$ cat config.mk
export PLATFORM = sky130hd
export DESIGN_NAME = resp_reply_stream_parser_unit
export DESIGN_NICKNAME = d
export VERILOG_FILES = /design/src/rtl/rrsp_pkg.sv /design/src/rtl/resp_reply_stream_parser_unit.sv /design/src/rtl/rrsp_front.sv /design/src/rtl/rrsp_queue.sv /design/src/rtl/rrsp_back.sv
export SDC_FILE = /design/constraint.sdc
export NUM_CORES = 1
export LEC_CHECK = 0
export BUFFER_PORTS_ARGS = -buffer_cell sky130_fd_sc_hd__buf_2
export CAP_MARGIN = 40
export CORE_ASPECT_RATIO = 1.1
export CORE_UTILIZATION = 50
export CTS_CLUSTER_DIAMETER = 50
export DETAILED_ROUTE_END_ITERATION = 8
export GPL_TIMING_DRIVEN = 0
export PLACE_DENSITY = 0.78
export SYNTH_ARGS = -nofsm -noshare
export SYNTH_HDL_FRONTEND = slang
export SYNTH_SLANG_ARGS = --single-unit
$ cat constraint.sdc
create_clock -name clk -period 6.9 [get_ports clk]
set_input_delay 0.345 -clock clk [delete_from_list [all_inputs] [get_ports clk]]
set_output_delay 0.345 -clock clk [all_outputs]
set_load 0.02 [all_outputs]
$ cat src/rtl/rrsp_pkg.sv
// ----------------------------------------------------------------------------
// rrsp_pkg: shared types and constants for the reply stream parser
// Byte classes, parser states, result kinds, queue entry and helpers.
// ----------------------------------------------------------------------------
package rrsp_pkg;

  // Counter and position widths
  localparam int COUNT_BITS    = 32;
  localparam int POSITION_BITS = 32;
  localparam int OUT_BITS      = 32;
  localparam int COUNT_EXT     = (COUNT_BITS > OUT_BITS) ? COUNT_BITS : OUT_BITS;
  localparam int POS_EXT       = (POSITION_BITS > OUT_BITS) ? POSITION_BITS : OUT_BITS;
  localparam int ACC_BITS      = COUNT_BITS + 4;

  // Token queue between front and back (power of two depth)
  localparam int QUEUE_DEPTH = 4;
  localparam int QPTR_BITS   = $clog2(QUEUE_DEPTH);

  // Characters of the reply syntax
  localparam logic [7:0] CHR_DOLLAR = 8'h24;
  localparam logic [7:0] CHR_PLUS   = 8'h2B;
  localparam logic [7:0] CHR_MINUS  = 8'h2D;
  localparam logic [7:0] CHR_STAR   = 8'h2A;
  localparam logic [7:0] CHR_COLON  = 8'h3A;
  localparam logic [7:0] CHR_CR     = 8'h0D;
  localparam logic [7:0] CHR_LF     = 8'h0A;
  localparam logic [7:0] CHR_ZERO   = 8'h30;
  localparam logic [7:0] CHR_NINE   = 8'h39;
  localparam logic [3:0] DIGIT_ONE  = 4'd1;

  typedef logic [COUNT_BITS-1:0]    count_t;
  typedef logic [POSITION_BITS-1:0] pos_t;
  typedef logic [OUT_BITS-1:0]      word_t;

  typedef enum logic [3:0] {
    CLS_DIGIT,
    CLS_CR,
    CLS_LF,
    CLS_DOLLAR,
    CLS_PLUS,
    CLS_MINUS,
    CLS_STAR,
    CLS_COLON,
    CLS_OTHER
  } byte_class_t;

  typedef struct packed {
    byte_class_t cls;
    logic [3:0]  digit;
  } token_t;

  typedef struct packed {
    logic full;
    logic empty;
  } q_status_t;

  typedef enum logic [2:0] {
    KIND_STATUS     = 3'd0,
    KIND_ERROR      = 3'd1,
    KIND_INTEGER    = 3'd2,
    KIND_BULK       = 3'd3,
    KIND_NIL_BULK   = 3'd4,
    KIND_MB_HEADER  = 3'd5,
    KIND_NIL_MB     = 3'd6,
    KIND_STREAM_ERR = 3'd7
  } kind_t;

  typedef enum logic [4:0] {
    ST_IDLE        = 5'd0,
    ST_STATUS      = 5'd1,
    ST_STATUS_LF   = 5'd2,
    ST_ERROR       = 5'd3,
    ST_ERROR_LF    = 5'd4,
    ST_BULK_HDR    = 5'd5,
    ST_BULK_NIL    = 5'd6,
    ST_BULK_NIL_CR = 5'd7,
    ST_BULK_NIL_LF = 5'd8,
    ST_BULK_LEN    = 5'd9,
    ST_BULK_LEN_LF = 5'd10,
    ST_BULK_DATA   = 5'd11,
    ST_BULK_END_LF = 5'd12,
    ST_MB_HDR      = 5'd13,
    ST_MB_NIL      = 5'd14,
    ST_MB_NIL_CR   = 5'd15,
    ST_MB_NIL_LF   = 5'd16,
    ST_MB_CNT      = 5'd17,
    ST_MB_CNT_LF   = 5'd18,
    ST_INTEGER     = 5'd19,
    ST_INTEGER_LF  = 5'd20,
    ST_DEAD        = 5'd21
  } parse_state_t;

  // Decimal accumulate: v*10+d, saturating at all ones
  function automatic count_t acc_digit(count_t v, logic [3:0] d);
    logic [ACC_BITS-1:0] sum;
    sum = (ACC_BITS'(v) << 3) + (ACC_BITS'(v) << 1) + ACC_BITS'(d);
    if (sum[ACC_BITS-1:COUNT_BITS] != '0) begin
      return '1;
    end
    return sum[COUNT_BITS-1:0];
  endfunction

  // Low output bits of a stream position
  function automatic word_t pos_to_word(pos_t p);
    logic [POS_EXT-1:0] ext;
    ext = POS_EXT'(p);
    return ext[OUT_BITS-1:0];
  endfunction

  // Element count limited to the output width
  function automatic word_t count_to_word(count_t c);
    logic [COUNT_EXT-1:0] ext;
    ext = COUNT_EXT'(c);
    if (ext > COUNT_EXT'({OUT_BITS{1'b1}})) begin
      return '1;
    end
    return ext[OUT_BITS-1:0];
  endfunction

endpackage

$ cat src/rtl/resp_reply_stream_parser_unit.sv
// ----------------------------------------------------------------------------
// resp_reply_stream_parser_unit: byte-serial reply stream parser
// Input channel (in_*): one stream byte per transfer on in_data_byte.
// Result channel (out_*): one registered result per completed reply element:
//   kind, payload offset, payload length (or element count), child flags.
// A malformed byte yields one stream-error result; later bytes are taken
//   and dropped silently until reset.
// Throughput: one byte per cycle while out_stall is low. A byte goes through the
//   classifier into a 4-entry token queue, and the parse engine consumes one
//   token per cycle whenever its result register is empty or being taken.
// The byte that completes a result is written into the queue, then the
//   engine steps it into the result register.
// Stall: out_stall holds the result register; the engine stops, the queue
//   fills and in_stall rises once it holds 4 tokens.
// Reset (rst_n low, synchronous): parser idle, position and counters zero,
//   queue and result channel empty.
// ----------------------------------------------------------------------------
module resp_reply_stream_parser_unit (
  input  logic        clk,
  input  logic        rst_n,
  input  logic        in_valid,
  output logic        in_stall,
  input  logic [7:0]  in_data_byte,
  output logic        out_valid,
  input  logic        out_stall,
  output logic [2:0]  out_reply_kind,
  output logic [31:0] out_data_offset,
  output logic [31:0] out_data_length,
  output logic        out_is_child,
  output logic        out_last_child
);

  rrsp_pkg::q_status_t q_status;
  rrsp_pkg::token_t    push_token;
  rrsp_pkg::token_t    pop_token;
  logic                push;
  logic                pop;

  // Classifier
  rrsp_front u_front (
    .in_valid     (in_valid),
    .in_stall     (in_stall),
    .in_data_byte (in_data_byte),
    .q_status     (q_status),
    .push         (push),
    .push_token   (push_token)
  );

  // Token queue
  rrsp_queue u_queue (
    .clk        (clk),
    .rst_n      (rst_n),
    .push       (push),
    .push_token (push_token),
    .pop        (pop),
    .pop_token  (pop_token),
    .q_status   (q_status)
  );

  // Parse engine
  rrsp_back u_back (
    .clk             (clk),
    .rst_n           (rst_n),
    .q_status        (q_status),
    .pop_token       (pop_token),
    .pop             (pop),
    .out_valid       (out_valid),
    .out_stall       (out_stall),
    .out_reply_kind  (out_reply_kind),
    .out_data_offset (out_data_offset),
    .out_data_length (out_data_length),
    .out_is_child    (out_is_child),
    .out_last_child  (out_last_child)
  );

endmodule

$ cat src/rtl/rrsp_front.sv
// ----------------------------------------------------------------------------
// rrsp_front: input side of the reply stream parser
// Takes raw bytes, classifies them into tokens and pushes them to the queue.
// ----------------------------------------------------------------------------
module rrsp_front (
  input  logic               in_valid,
  output logic               in_stall,
  input  logic [7:0]         in_data_byte,
  input  rrsp_pkg::q_status_t q_status,
  output logic               push,
  output rrsp_pkg::token_t   push_token
);

  logic [7:0] digit_off;

  // Hold off the sender while the queue is full
  assign in_stall = q_status.full;
  assign push     = in_valid && !q_status.full;

  // Byte classification
  assign digit_off = in_data_byte - rrsp_pkg::CHR_ZERO;

  always_comb begin
    push_token.digit = digit_off[3:0];
    if (in_data_byte >= rrsp_pkg::CHR_ZERO && in_data_byte <= rrsp_pkg::CHR_NINE) begin
      push_token.cls = rrsp_pkg::CLS_DIGIT;
    end else begin
      case (in_data_byte)
        rrsp_pkg::CHR_CR:     push_token.cls = rrsp_pkg::CLS_CR;
        rrsp_pkg::CHR_LF:     push_token.cls = rrsp_pkg::CLS_LF;
        rrsp_pkg::CHR_DOLLAR: push_token.cls = rrsp_pkg::CLS_DOLLAR;
        rrsp_pkg::CHR_PLUS:   push_token.cls = rrsp_pkg::CLS_PLUS;
        rrsp_pkg::CHR_MINUS:  push_token.cls = rrsp_pkg::CLS_MINUS;
        rrsp_pkg::CHR_STAR:   push_token.cls = rrsp_pkg::CLS_STAR;
        rrsp_pkg::CHR_COLON:  push_token.cls = rrsp_pkg::CLS_COLON;
        default:              push_token.cls = rrsp_pkg::CLS_OTHER;
      endcase
    end
  end

endmodule

$ cat src/rtl/rrsp_queue.sv
// ----------------------------------------------------------------------------
// rrsp_queue: token queue between front and back
// Small flop-based FIFO; lets the front keep taking bytes while the back stalls.
// ----------------------------------------------------------------------------
module rrsp_queue (
  input  logic                clk,
  input  logic                rst_n,
  input  logic                push,
  input  rrsp_pkg::token_t    push_token,
  input  logic                pop,
  output rrsp_pkg::token_t    pop_token,
  output rrsp_pkg::q_status_t q_status
);

  rrsp_pkg::token_t               entry_r [rrsp_pkg::QUEUE_DEPTH];
  logic [rrsp_pkg::QPTR_BITS-1:0] wr_ptr_r, wr_ptr_nxt;
  logic [rrsp_pkg::QPTR_BITS-1:0] rd_ptr_r, rd_ptr_nxt;
  logic [rrsp_pkg::QPTR_BITS:0]   cnt_r, cnt_nxt;

  // Status and head entry
  assign q_status.full  = (cnt_r == (rrsp_pkg::QPTR_BITS + 1)'(rrsp_pkg::QUEUE_DEPTH));
  assign q_status.empty = (cnt_r == '0);
  assign pop_token      = entry_r[rd_ptr_r];

  // Pointer and fill count update
  always_comb begin
    wr_ptr_nxt = push ? wr_ptr_r + 1'b1 : wr_ptr_r;
    rd_ptr_nxt = pop  ? rd_ptr_r + 1'b1 : rd_ptr_r;
    cnt_nxt    = cnt_r;
    if (push && !pop) begin
      cnt_nxt = cnt_r + 1'b1;
    end else if (pop && !push) begin
      cnt_nxt = cnt_r - 1'b1;
    end
  end

  always_ff @(posedge clk) begin
    if (!rst_n) begin
      wr_ptr_r <= '0;
      rd_ptr_r <= '0;
      cnt_r    <= '0;
    end else begin
      wr_ptr_r <= wr_ptr_nxt;
      rd_ptr_r <= rd_ptr_nxt;
      cnt_r    <= cnt_nxt;
    end
  end

  // Entry storage
  always_ff @(posedge clk) begin
    if (push) begin
      entry_r[wr_ptr_r] <= push_token;
    end
  end

endmodule

$ cat src/rtl/rrsp_back.sv
// ----------------------------------------------------------------------------
// rrsp_back: parse engine of the reply stream parser
// Walks the reply state machine one token per cycle while its result slot is free,
// keeps position and counters, and drives the registered result channel.
// ----------------------------------------------------------------------------
module rrsp_back (
  input  logic                clk,
  input  logic                rst_n,
  input  rrsp_pkg::q_status_t q_status,
  input  rrsp_pkg::token_t    pop_token,
  output logic                pop,
  output logic                out_valid,
  input  logic                out_stall,
  output logic [2:0]          out_reply_kind,
  output logic [31:0]         out_data_offset,
  output logic [31:0]         out_data_length,
  output logic                out_is_child,
  output logic                out_last_child
);

  rrsp_pkg::parse_state_t state_r, state_nxt;
  rrsp_pkg::pos_t         pos_r, pos_nxt;
  rrsp_pkg::pos_t         mark_r, mark_nxt;
  rrsp_pkg::count_t       bulk_r, bulk_nxt;
  rrsp_pkg::count_t       elem_r, elem_nxt;

  logic                   out_valid_r, out_valid_nxt;
  rrsp_pkg::kind_t        out_kind_r, res_kind;
  rrsp_pkg::word_t        out_offset_r, res_offset;
  rrsp_pkg::word_t        out_length_r, res_length;
  logic                   out_child_r, res_child;
  logic                   out_last_r, res_last;

  logic                   take;
  logic                   bad;
  logic                   emit;
  logic                   is_dig;
  logic                   is_one;
  rrsp_pkg::byte_class_t  cls;
  rrsp_pkg::pos_t         pos_inc;
  rrsp_pkg::pos_t         line_len;

  // Token is consumed when the result slot is free or draining
  assign take   = !q_status.empty && (!out_valid_r || !out_stall);
  assign pop    = take;
  assign cls    = pop_token.cls;
  assign is_dig = (cls == rrsp_pkg::CLS_DIGIT);
  assign is_one = is_dig && (pop_token.digit == rrsp_pkg::DIGIT_ONE);

  assign pos_inc  = pos_r + 1'b1;
  assign line_len = pos_r - mark_r - 1'b1;

  // Next state and malformed-byte detection
  always_comb begin
    state_nxt = state_r;
    bad       = 1'b0;
    if (take) begin
      case (state_r)
        rrsp_pkg::ST_IDLE: begin
          if (cls == rrsp_pkg::CLS_DOLLAR) begin
            state_nxt = rrsp_pkg::ST_BULK_HDR;
          end else if (elem_r != '0) begin
            bad = 1'b1;
          end else begin
            case (cls)
              rrsp_pkg::CLS_PLUS:  state_nxt = rrsp_pkg::ST_STATUS;
              rrsp_pkg::CLS_MINUS: state_nxt = rrsp_pkg::ST_ERROR;
              rrsp_pkg::CLS_STAR:  state_nxt = rrsp_pkg::ST_MB_HDR;
              rrsp_pkg::CLS_COLON: state_nxt = rrsp_pkg::ST_INTEGER;
              default:             bad = 1'b1;
            endcase
          end
        end
        rrsp_pkg::ST_STATUS: begin
          if (cls == rrsp_pkg::CLS_CR) state_nxt = rrsp_pkg::ST_STATUS_LF;
        end
        rrsp_pkg::ST_ERROR: begin
          if (cls == rrsp_pkg::CLS_CR) state_nxt = rrsp_pkg::ST_ERROR_LF;
        end
        rrsp_pkg::ST_INTEGER: begin
          if (cls == rrsp_pkg::CLS_CR) state_nxt = rrsp_pkg::ST_INTEGER_LF;
        end
        rrsp_pkg::ST_STATUS_LF, rrsp_pkg::ST_ERROR_LF, rrsp_pkg::ST_INTEGER_LF,
        rrsp_pkg::ST_BULK_NIL_LF, rrsp_pkg::ST_BULK_END_LF, rrsp_pkg::ST_MB_NIL_LF,
        rrsp_pkg::ST_MB_CNT_LF: begin
          if (cls == rrsp_pkg::CLS_LF) state_nxt = rrsp_pkg::ST_IDLE;
          else bad = 1'b1;
        end
        rrsp_pkg::ST_BULK_HDR: begin
          if (cls == rrsp_pkg::CLS_MINUS) state_nxt = rrsp_pkg::ST_BULK_NIL;
          else if (is_dig) state_nxt = rrsp_pkg::ST_BULK_LEN;
          else bad = 1'b1;
        end
        rrsp_pkg::ST_BULK_NIL: begin
          if (is_one) state_nxt = rrsp_pkg::ST_BULK_NIL_CR;
          else bad = 1'b1;
        end
        rrsp_pkg::ST_MB_NIL: begin
          if (is_one) state_nxt = rrsp_pkg::ST_MB_NIL_CR;
          else bad = 1'b1;
        end
        rrsp_pkg::ST_BULK_NIL_CR: begin
          if (cls == rrsp_pkg::CLS_CR) state_nxt = rrsp_pkg::ST_BULK_NIL_LF;
          else bad = 1'b1;
        end
        rrsp_pkg::ST_MB_NIL_CR: begin
          if (cls == rrsp_pkg::CLS_CR) state_nxt = rrsp_pkg::ST_MB_NIL_LF;
          else bad = 1'b1;
        end
        rrsp_pkg::ST_BULK_LEN: begin
          if (cls == rrsp_pkg::CLS_CR) state_nxt = rrsp_pkg::ST_BULK_LEN_LF;
          else if (!is_dig) bad = 1'b1;
        end
        rrsp_pkg::ST_BULK_LEN_LF: begin
          if (cls == rrsp_pkg::CLS_LF) state_nxt = rrsp_pkg::ST_BULK_DATA;
          else bad = 1'b1;
        end
        rrsp_pkg::ST_BULK_DATA: begin
          if (bulk_r == '0) begin
            if (cls == rrsp_pkg::CLS_CR) state_nxt = rrsp_pkg::ST_BULK_END_LF;
            else bad = 1'b1;
          end
        end
        rrsp_pkg::ST_MB_HDR: begin
          if (cls == rrsp_pkg::CLS_MINUS) state_nxt = rrsp_pkg::ST_MB_NIL;
          else if (is_dig) state_nxt = rrsp_pkg::ST_MB_CNT;
          else bad = 1'b1;
        end
        rrsp_pkg::ST_MB_CNT: begin
          if (cls == rrsp_pkg::CLS_CR) state_nxt = rrsp_pkg::ST_MB_CNT_LF;
          else if (!is_dig) bad = 1'b1;
        end
        rrsp_pkg::ST_DEAD: state_nxt = rrsp_pkg::ST_DEAD;
        default: state_nxt = rrsp_pkg::ST_DEAD;
      endcase
      if (bad) state_nxt = rrsp_pkg::ST_DEAD;
    end
  end

  // Counters, position and result generation
  always_comb begin
    pos_nxt    = pos_r;
    mark_nxt   = mark_r;
    bulk_nxt   = bulk_r;
    elem_nxt   = elem_r;
    emit       = 1'b0;
    res_kind   = rrsp_pkg::KIND_STREAM_ERR;
    res_offset = rrsp_pkg::pos_to_word(pos_r);
    res_length = '0;
    res_child  = 1'b0;
    res_last   = 1'b0;
    if (take && bad) begin
      // stream error: position stays on the offending byte
      emit = 1'b1;
    end else if (take && state_r != rrsp_pkg::ST_DEAD) begin
      pos_nxt = pos_inc;
      case (state_r)
        rrsp_pkg::ST_IDLE: begin
          if (cls == rrsp_pkg::CLS_PLUS || cls == rrsp_pkg::CLS_MINUS ||
              cls == rrsp_pkg::CLS_COLON) begin
            mark_nxt = pos_inc;
          end
        end
        rrsp_pkg::ST_STATUS_LF, rrsp_pkg::ST_ERROR_LF, rrsp_pkg::ST_INTEGER_LF: begin
          emit       = 1'b1;
          res_kind   = (state_r == rrsp_pkg::ST_STATUS_LF) ? rrsp_pkg::KIND_STATUS :
                       (state_r == rrsp_pkg::ST_ERROR_LF)  ? rrsp_pkg::KIND_ERROR :
                                                             rrsp_pkg::KIND_INTEGER;
          res_offset = rrsp_pkg::pos_to_word(mark_r);
          res_length = rrsp_pkg::pos_to_word(line_len);
        end
        rrsp_pkg::ST_BULK_HDR: begin
          if (is_dig) bulk_nxt = rrsp_pkg::COUNT_BITS'(pop_token.digit);
        end
        rrsp_pkg::ST_BULK_LEN: begin
          if (is_dig) bulk_nxt = rrsp_pkg::acc_digit(bulk_r, pop_token.digit);
        end
        rrsp_pkg::ST_BULK_LEN_LF: mark_nxt = pos_inc;
        rrsp_pkg::ST_BULK_DATA: begin
          if (bulk_r != '0) bulk_nxt = bulk_r - 1'b1;
        end
        rrsp_pkg::ST_BULK_NIL_LF, rrsp_pkg::ST_BULK_END_LF: begin
          // element done; flagged as a child while a multibulk is open
          emit = 1'b1;
          if (state_r == rrsp_pkg::ST_BULK_NIL_LF) begin
            res_kind   = rrsp_pkg::KIND_NIL_BULK;
            res_offset = '0;
          end else begin
            res_kind   = rrsp_pkg::KIND_BULK;
            res_offset = rrsp_pkg::pos_to_word(mark_r);
            res_length = rrsp_pkg::pos_to_word(line_len);
          end
          if (elem_r != '0) begin
            elem_nxt  = elem_r - 1'b1;
            res_child = 1'b1;
            res_last  = (elem_r == rrsp_pkg::COUNT_BITS'(1));
          end
        end
        rrsp_pkg::ST_MB_HDR: begin
          if (is_dig) elem_nxt = rrsp_pkg::COUNT_BITS'(pop_token.digit);
        end
        rrsp_pkg::ST_MB_CNT: begin
          if (is_dig) elem_nxt = rrsp_pkg::acc_digit(elem_r, pop_token.digit);
        end
        rrsp_pkg::ST_MB_NIL_LF: begin
          emit       = 1'b1;
          res_kind   = rrsp_pkg::KIND_NIL_MB;
          res_offset = '0;
        end
        rrsp_pkg::ST_MB_CNT_LF: begin
          emit       = 1'b1;
          res_kind   = rrsp_pkg::KIND_MB_HEADER;
          res_offset = '0;
          res_length = rrsp_pkg::count_to_word(elem_r);
        end
        default: ;
      endcase
    end
  end

  // Result slot: holds while stalled, refilled as it drains
  assign out_valid_nxt = emit || (out_valid_r && out_stall);

  always_ff @(posedge clk) begin
    if (!rst_n) begin
      state_r     <= rrsp_pkg::ST_IDLE;
      pos_r       <= '0;
      mark_r      <= '0;
      bulk_r      <= '0;
      elem_r      <= '0;
      out_valid_r <= 1'b0;
    end else begin
      state_r     <= state_nxt;
      pos_r       <= pos_nxt;
      mark_r      <= mark_nxt;
      bulk_r      <= bulk_nxt;
      elem_r      <= elem_nxt;
      out_valid_r <= out_valid_nxt;
    end
  end

  always_ff @(posedge clk) begin
    if (emit) begin
      out_kind_r   <= res_kind;
      out_offset_r <= res_offset;
      out_length_r <= res_length;
      out_child_r  <= res_child;
      out_last_r   <= res_last;
    end
  end

  assign out_valid       = out_valid_r;
  assign out_reply_kind  = out_kind_r;
  assign out_data_offset = out_offset_r;
  assign out_data_length = out_length_r;
  assign out_is_child    = out_child_r;
  assign out_last_child  = out_last_r;

endmodule

==> metrics.md, run 1 <==
| Metric | Value |
|---|---|
| Clock transition at path regs | `roughly 0.060 ns` |
| Vias in the first global route | `approximately 17000` |
| Root buffer cell | `clkbuf_16` |
| Post-synth top flop | `dfxtp_1` |
| Asr flop ratio synth | `0` |
| Compound-gate portion of the synthesized area | `0.229` |
| Pre-Repair DR Iteration Count | `6` |
| Initial antenna violation count | `1` |
| Layout cells sized above 1 | `0.0800` |
| Largest net degree at the start of global routing | `36` |
| N_diodes | `0` |
| Avg Inst Size Synth | `about 8.4 sq um` |
| Yosys reg bits | `about 240` |
| Final hold violation count | `0` |
| Buf+Inv Stages, Crit Path | `3` |
| Fin crit period | `5.53 ns` |
| Post-synthesis adder-cell area fraction | `0.120` |
| Drt drc | `0` |
| Required time worst endpoint | `between 7 and 8 ns` |
| Port-buffer cells | `80` |
| Synth-to-Final Area Change | `12.0%` |
| Critical Path Max Stage Delay | `a little under 0.7 ns` |
| Via count | `17500` |
| Final period util | `0.801` |
| Die width | `about 190 um` |
| Max_cap viols | `0` |
| RePlAce Congestion | `0.971` |
| Drt initial violations | `1693` |
| Core Box Area | `between 0.03 and 0.04 sq mm` |
| TritonCTS clock tree | `done` |
| Fmax achieved | `0.181 GHz` |
| Setup CP Type | `reg2reg` |
| Clk Latency, worst-skew pair | `between 0.5 and 0.6 ns` |
| Crit path cell chain | `buf_2 > mux4_2 > fa_1 > ha_1 > a211oi_1 > o21ai_0 > o2111ai_1 > a21oi_1 > a211oi_1 > o211ai_1 > or3_1 > and2_1 > clkbuf_1 > buf_1 > nor2_1 > a21oi_1` |
| Post-Synthesis Net Count | `around 2400` |
| Setup Skew | `0.0287 ns` |
| Hold path cells | `1` |
| IO Count | `83` |
| Die height | `204 um` |
| H-tree levels | `2` |
| Worst Reg-to-Reg Cells | `16` |
| Min-Delay Path Class | `in2reg` |
| Setup Buffers After CTS | `0` |
| Delay-heaviest family, CP | `compound AO/OA/AOI/OAI gates` |
| Synth area leader | `edfxtp_1` |
| Post-cts resize count | `0` |
| Initial core utilization | `0.511` |
| Synth top area share | `0.163` |
| Max-slew violations | `0` |
| Fin util | `0.572` |
| Setup Viol. Count Final | `0` |
| CP max-delay cell | `mux4_2` |
| Row count | `73` |
| Total power | `roughly 6000 uW` |
| TritonCTS Sinks | `244` |
| Total track usage | `0.284` |
| Largest cells by area after synthesis | `edfxtp_1 16%, dfxtp_1 15%, ha_1 11%` |
| Grt total ovfl | `0` |
| Crit path depth | `16` |
| Synth Area in XOR/XNOR | `0.0868` |
| Max Buffers Root-to-Sink | `3` |
| Worst slew pin tran | `a little under 0.9 ns` |
| Vias/cell | `between 6 and 7` |
| Die area | `between 0.03 and 0.04 sq mm` |
| Worst EP arrival | `approximately 5.9 ns` |
| Worst-path fanout max | `10` |
| Max transition margin | `0.404` |
| Cts hold-fix bufs | `0` |
| Pwr Density | `approximately 280 mW/mm^2` |
| Netlist cell types | `86` |
| Post-Syn Area | `between 0.015 and 0.02 sq mm` |
| Detail Route Antenna Nets | `0` |
| Largest family of logic cells by synthesized area | `compound AO/OA/AOI/OAI gates` |
| Ys Warns | `0` |
| Outcome | `finished, final reports clean` |
| Element type at the critical path end | `flop` |
| Final nets | `roughly 2500` |
| Peak VDD IR | `0.000249 V` |
| Hpwl dp | `between 40000 and 50000 um` |
| Global-route wire length before repair | `roughly 86000 um` |
| Post-synth EDFFs | `about 100` |
| Leakage | `between 0.008 and 0.009 uW` |
| RSZ-0062 raised after global routing | `false` |
| Routed len/inst | `between 15 and 20 um` |
| Most common cell after layout, fill and taps aside | `nand2_1` |
| Crit path launch type | `flop` |
| Register area share after synthesis | `0.317` |
| Mapped Cells | `between 2000 and 2500` |
| Routed wire length | `around 55000 um` |
| Simple-Gate Fraction of Synth Area | `0.193` |
| CTS buffer count | `35` |
| Commonest cells after routing, fill and taps aside | `211 x nand2_1, 200 x o21ai_0, 174 x nor2_1, 168 x ha_1, 164 x a21oi_1` |
| Post-synthesis mux area share | `0.0146` |
per-layer routing:
layer	GRT usage	up-vias	wire length [um]
met4	0.127	0	2390
met2	0.474	667	25700
met5	0	-	0
li1	-	8319	-
met3	0.0298	162	3220
met1	0.367	8349	23400
report_power, final:
part | leakage (uW) | switching, uW | internal [uW]
registers | 0.00212 | 90.7 | 1850
logic | 0.00623 | 1380 | 716
clock network | 0.000572 | 689 | 1130
layout make-up:
class	count	area, sq um
Tap cell	487	609
Fill cell	3325	15500
Clock buffer	43	946
Buffer	112	444
Inverter	77	289
Multi-Input combinational cell	1770	11900
Sequential cell	244	5900
Clock inverter	19	223
Timing Repair Buffer	84	450
synthesized netlist by cell type (all sizes together) (10+ instances only):
cell type	number
nand2	212
and3	28
nand3	59
nor2b	22
o21ai	204
a21o	36
a21oi	166
or3	18
nor4	24
a31oi	14
xor2	58
nand2b	21
dfxtp	143
and2	49
a21boi	19
edfxtp	101
o211ai	19
or4	10
clkbuf	95
ha	168
buf	17
a22oi	32
o211a	31
o21a	16
o22ai	11
inv	77
a221oi	18
o21bai	12
a211oi	22
nor2	176
nor3	56
xnor2	126
nand4	14
logic make-up (layout without fill, tap and decap cells):
kind of cell	count (synthesis)	count (layout)
simple gates	729	729
compound gates	666	666
flops	244	244
buf+inv	189	335
xor+xnor	184	184
fa+ha+maj	174	174
mux	17	17
final timing paths:
kind / end / startpoint / slack [ns]
worst max-delay path: u_back.elem_r[28] / flop / 1.37
worst min-delay path: u_queue.entry_r[2][2] / in_data_byte[2] / 0.1
worst max register to register: u_back.elem_r[28] / flop / 1.37
worst min register to register: u_back.mark_r[18] / u_back.mark_r[18] / 0.50
state kept, by name, summed over array words and instances (netlist names), 3 cells and up, named ones only:
register and count:
u_back.bulk_r 32, u_back.elem_r 32, u_back.mark_r 32, u_back.out_data_length 32
u_back.out_data_offset 32, u_back.out_reply_kind 3, u_back.pos_r 32, u_back.state_r 5
u_queue.cnt_r 3, u_queue.entry_r 32
through the flow:
step                hold slack, ns  area (sq um)  setup WS (ns)  setup TNS, ns  instances
finish                      0.0959         20800           1.37              0       2836
global route                 0.110         20800           1.04              0       2836
CTS                         0.0883         20800           1.35              0       2836
detailed placement           0.487         19600           1.40              0       2774
global placement             0.479         19600        -0.0228         -0.852       2770
floorplan                    0.444         18600           1.41              0       2203
worst register-to-register path, cell delays in order (launching register included):
cell	delay [ns]
dfxtp_1	0.30
buf_2	0.27
mux4_2	0.68
fa_1	0.54
ha_1	0.33
a211oi_1	0.39
o21ai_0	0.25
o2111ai_1	0.40
a21oi_1	0.18
a211oi_1	0.26
o211ai_1	0.11
or3_1	0.46
and2_1	0.20
clkbuf_1	0.25
buf_1	0.33
nor2_1	0.33
a21oi_1	0.11
No activity file was read; power rests on OpenSTA's default activity.
==> run 2, diff against run 1 <==
Settings changed: ABC_AREA set to 1.
Clock period 6.9 ns to 5.1 ns, I/O delays scaled along.
==> run 2 against run 1 <==
Critical path depth increased by 9; flip-flop and latch count unchanged; clock power increased by 4%; wire length increased by 14%; non-clock buffer count decreased by 34; combinational power increased to 3.8 times the previous value; final cell count increased by 39%; via count increased by 22%; area after synthesis increased by 12%; clock skew decreased by 0.013 ns; critical endpoint is now u_back.bulk_r[4]; largest cell class unchanged.
==> metrics.md, run 2 <==
| Metric | Value |
|---|---|
| Outcome | `finished, final reports clean` |
| Post-Syn Area | `0.0209 sq mm (+12%)` |
| Pre-Repair DR Iteration Count | `6 (unchanged)` |
| Post-synth top flop | `dfxtp_1` |
| Max-slew violations | `0 (unchanged)` |
| Drt drc | `0 (unchanged)` |
| Asr flop ratio synth | `0 (unchanged)` |
| Ys Warns | `0 (unchanged)` |
| Synth-to-Final Area Change | `9.76%` |
| Die width | `197 um (+5.9%)` |
| Initial core utilization | `0.507 (-0.00431)` |
| Max_cap viols | `0 (unchanged)` |
| Netlist cell types | `55 (-36%)` |
| Final period util | `0.910 (+0.109)` |
| Hpwl dp | `49300 um (+20%)` |
| Fmax achieved | `0.215 GHz (+19%)` |
| Mapped Cells | `3255 (+48%)` |
| RSZ-0062 raised after global routing | `false` |
| Crit path launch type | `flop` |
| Final nets | `3555 (+42%)` |
| RePlAce Congestion | `1.00 (+3.2%)` |
| CP max-delay cell | `fa_1` |
| Synth area leader | `nand2_1` |
| Initial antenna violation count | `0 (-1)` |
| Element type at the critical path end | `flop` |
| Max transition margin | `0.443 (+0.0393)` |
| TritonCTS clock tree | `done` |
| Total track usage | `0.290 (+0.00678)` |
| Final hold slack | `0.0303 ns (-0.0657 ns)` |
| Total power | `13100 uW (+120%)` |
| Register area share after synthesis | `0.283 (-0.0349)` |
| Row count | `78 (+6.8%)` |
| Final hold violation count | `0 (unchanged)` |
| Commonest cells after routing, fill and taps aside | `858 x nand2_1, 478 x inv_1, 438 x nor2_1, 256 x a21oi_1, 218 x nand3_1` |
| Layout cells sized above 1 | `0.0593 (-0.0207)` |
| Most common cell after layout, fill and taps aside | `nand2_1` |
| Fin crit period | `4.64 ns (-0.887 ns)` |
| IO Count | `83 (unchanged)` |
| Root buffer cell | `clkbuf_16` |
| Routed wire length | `62400 um (+14%)` |
| Post-synth EDFFs | `101 (unchanged)` |
| Die area | `0.0425 sq mm (+12%)` |
| Max Buffers Root-to-Sink | `3 (unchanged)` |
| Hold_sp | `in_data_byte[2]` |
| Global-route wire length before repair | `99600 um (+16%)` |
| Critical Path Max Stage Delay | `0.58 ns (-0.10 ns)` |
| Most frequent cell after synthesis | `nand2_1` |
| Fill cells | `4073 (+22%)` |
| Worst-path fanout max | `10 (unchanged)` |
| Routed len/inst | `15.8 um (-18%)` |
| Largest cells by area after synthesis | `nand2_1 15%, edfxtp_1 15%, dfxtp_1 14%` |
| Largest net degree at the start of global routing | `31 (-14%)` |
| Die height | `216 um (+5.9%)` |
| Delay-heaviest family, CP | `simple AND/OR/NAND/NOR gates` |
| Port-buffer cells | `82 (+2.5%)` |
| Vias/cell | `5.41 (-12%)` |
| FF-to-FF setup slack | `0.46 ns (-0.91 ns)` |
| Setup Viol. Count Final | `0 (unchanged)` |
| Detail Route Antenna Nets | `0 (unchanged)` |
| Required time worst endpoint | `5.54 ns (-1.73 ns)` |
| Post-cts resize count | `0 (unchanged)` |
| H-tree levels | `1 (-1)` |
| Worst Hold End | `u_queue.entry_r[3][2]` |
| Clk Latency, worst-skew pair | `0.55 ns (+0.03 ns)` |
| Drt initial violations | `1935 (+14%)` |
| Yosys reg bits | `244 (unchanged)` |
| Vias in the first global route | `19800 (+19%)` |
| Buf+Inv Stages, Crit Path | `7 (+4)` |
| Multi-input gate area | `0.0128 sq mm (+6.8%)` |
| Register area | `0.00590 sq mm (unchanged)` |
| Grt total ovfl | `0 (unchanged)` |
| Worst Reg-to-Reg Cells | `25 (+9)` |
| Synth top area share | `0.154 (-0.00894)` |
| TritonCTS Sinks | `244 (unchanged)` |
| Avg Inst Size Synth | `6.41 sq um (-24%)` |
| Reg2reg end | `u_back.bulk_r[4]` |
| CP dominant cell by count | `nand2_1` |
| Hold path cells | `1 (unchanged)` |
| Worst EP arrival | `5.08 ns (-0.82 ns)` |
| Setup CP Type | `reg2reg` |
| Setup Skew | `0.0162 ns (-0.0125 ns)` |
| Clock transition at path regs | `0.07 ns (about the same)` |
| Pwr Density | `572 mW/mm^2 (+100%)` |
| Synth cell count leaders | `858 x nand2_1, 478 x inv_1, 438 x nor2_1` |
| Via count | `21300 (+22%)` |
| Worst slew pin tran | `0.835 ns (-0.0590 ns)` |
| Min-Delay Path Class | `in2reg` |
| Leakage | `0.0120 uW (+35%)` |
| N_diodes | `0 (unchanged)` |
| CTS buffer count | `25 (-29%)` |
| Peak VDD IR | `0.000908 V (+260%)` |
| Core Box Area | `0.0412 sq mm (+13%)` |
| Post-Synthesis Net Count | `3441 (+44%)` |
## run 2: logic make-up after synthesis
family | Yosys count | synth area share
flip-flops | 244 | 0.283
AO/OA/AOI/OAI | 526 | 0.138
adder cells (fa/ha/maj) | 174 | 0.107
AND/OR/NAND/NOR | 1651 | 0.328
buffers and inverters | 568 | 0.106
XOR/XNOR | 92 | 0.0386
## run 2: area by class of cell
class / instances / share of cell area
Inverter: 493 / 0.0809
Buffer: 75 / 0.0160
Sequential cell: 244 / 0.258
Clock inverter: 17 / 0.00765
Timing Repair Buffer: 87 / 0.0210
Tap cell: 560 / 0.0306
Multi-Input combinational cell: 2443 / 0.557
Clock buffer: 28 / 0.0292
## run 2: through the flow
stage / worst slack, ns / cell area, sq um / TNS [ns] / util / cells
2_1_floorplan: 0.246 / 20900 / 0 / - / 3255
3_3_place_gp: -1.50 / 22000 / -104.86 / 0.533 / 3897
3_5_place_dp: 0.517 / 22000 / 0 / 0.535 / 3899
4_1_cts: 0.497 / 22900 / 0 / 0.556 / 3947
5_1_grt: 0.0351 / 22900 / 0 / 0.556 / 3947
6_report: 0.457 / 22900 / 0 / 0.556 / 3947
## run 2: worst max path at each step
stage,startpoint,end,slack (ns),cells after the start
finish,flop,u_back.bulk_r[4],0.46,25
floorplan,u_back.state_r[3],u_back.out_data_length[0],0.25,7
global placement,u_back.state_r[3],u_back.out_data_offset[27],-1.50,8
global route,flop,u_back.bulk_r[4],0.04,25
CTS,flop,u_back.bulk_r[4],0.50,25
detailed placement,flop,u_back.bulk_r[3],0.52,25
## run 2: timing repair
action	4_1_cts	5_1_grt
hold buffers	3	0
endpoints found under the hold margin	12	0
setup endpoints to repair	0	0
buffers inserted	0	0
## run 2: power by group
| part | switching, uW | internal (uW) | total [uW] |
|---|---|---|---|
| Combinational | 5460 | 2610 | 8070 |
| Clock | 861 | 1030 | 1890 |
| Sequential | 382 | 2760 | 3150 |
## run 2: worst reg2reg max path, stage by stage, from the launching register on
cell      delay, ns
dfxtp_1        0.31
buf_4          0.16
inv_4          0.07
buf_6          0.14
nand2_1        0.06
nand3_1        0.08
nand2_1        0.26
inv_1          0.15
fa_1           0.58
inv_1          0.07
fa_1           0.46
inv_1          0.07
nand2_1        0.04
nand2_1        0.10
nand3_1        0.08
nand2_1        0.14
nand2_1        0.07
nand2_1        0.17
nand2_1        0.10
nand3_1        0.09
nand2_1        0.07
nor2_1         0.51
clkbuf_1       0.41
nand3_1        0.16
nand2_1        0.11
a21oi_1        0.07
## run 2: routing by layer
metal  vias up  routed length [um]  part of all wire  track usage
li1      10800                   -                 -            -
met1      9537               27100              0.43        0.388
met2       828               27900              0.45        0.476
met3       148                4750             0.076       0.0263
met4         0                2690             0.043        0.129
met5         -                   0                 0            0
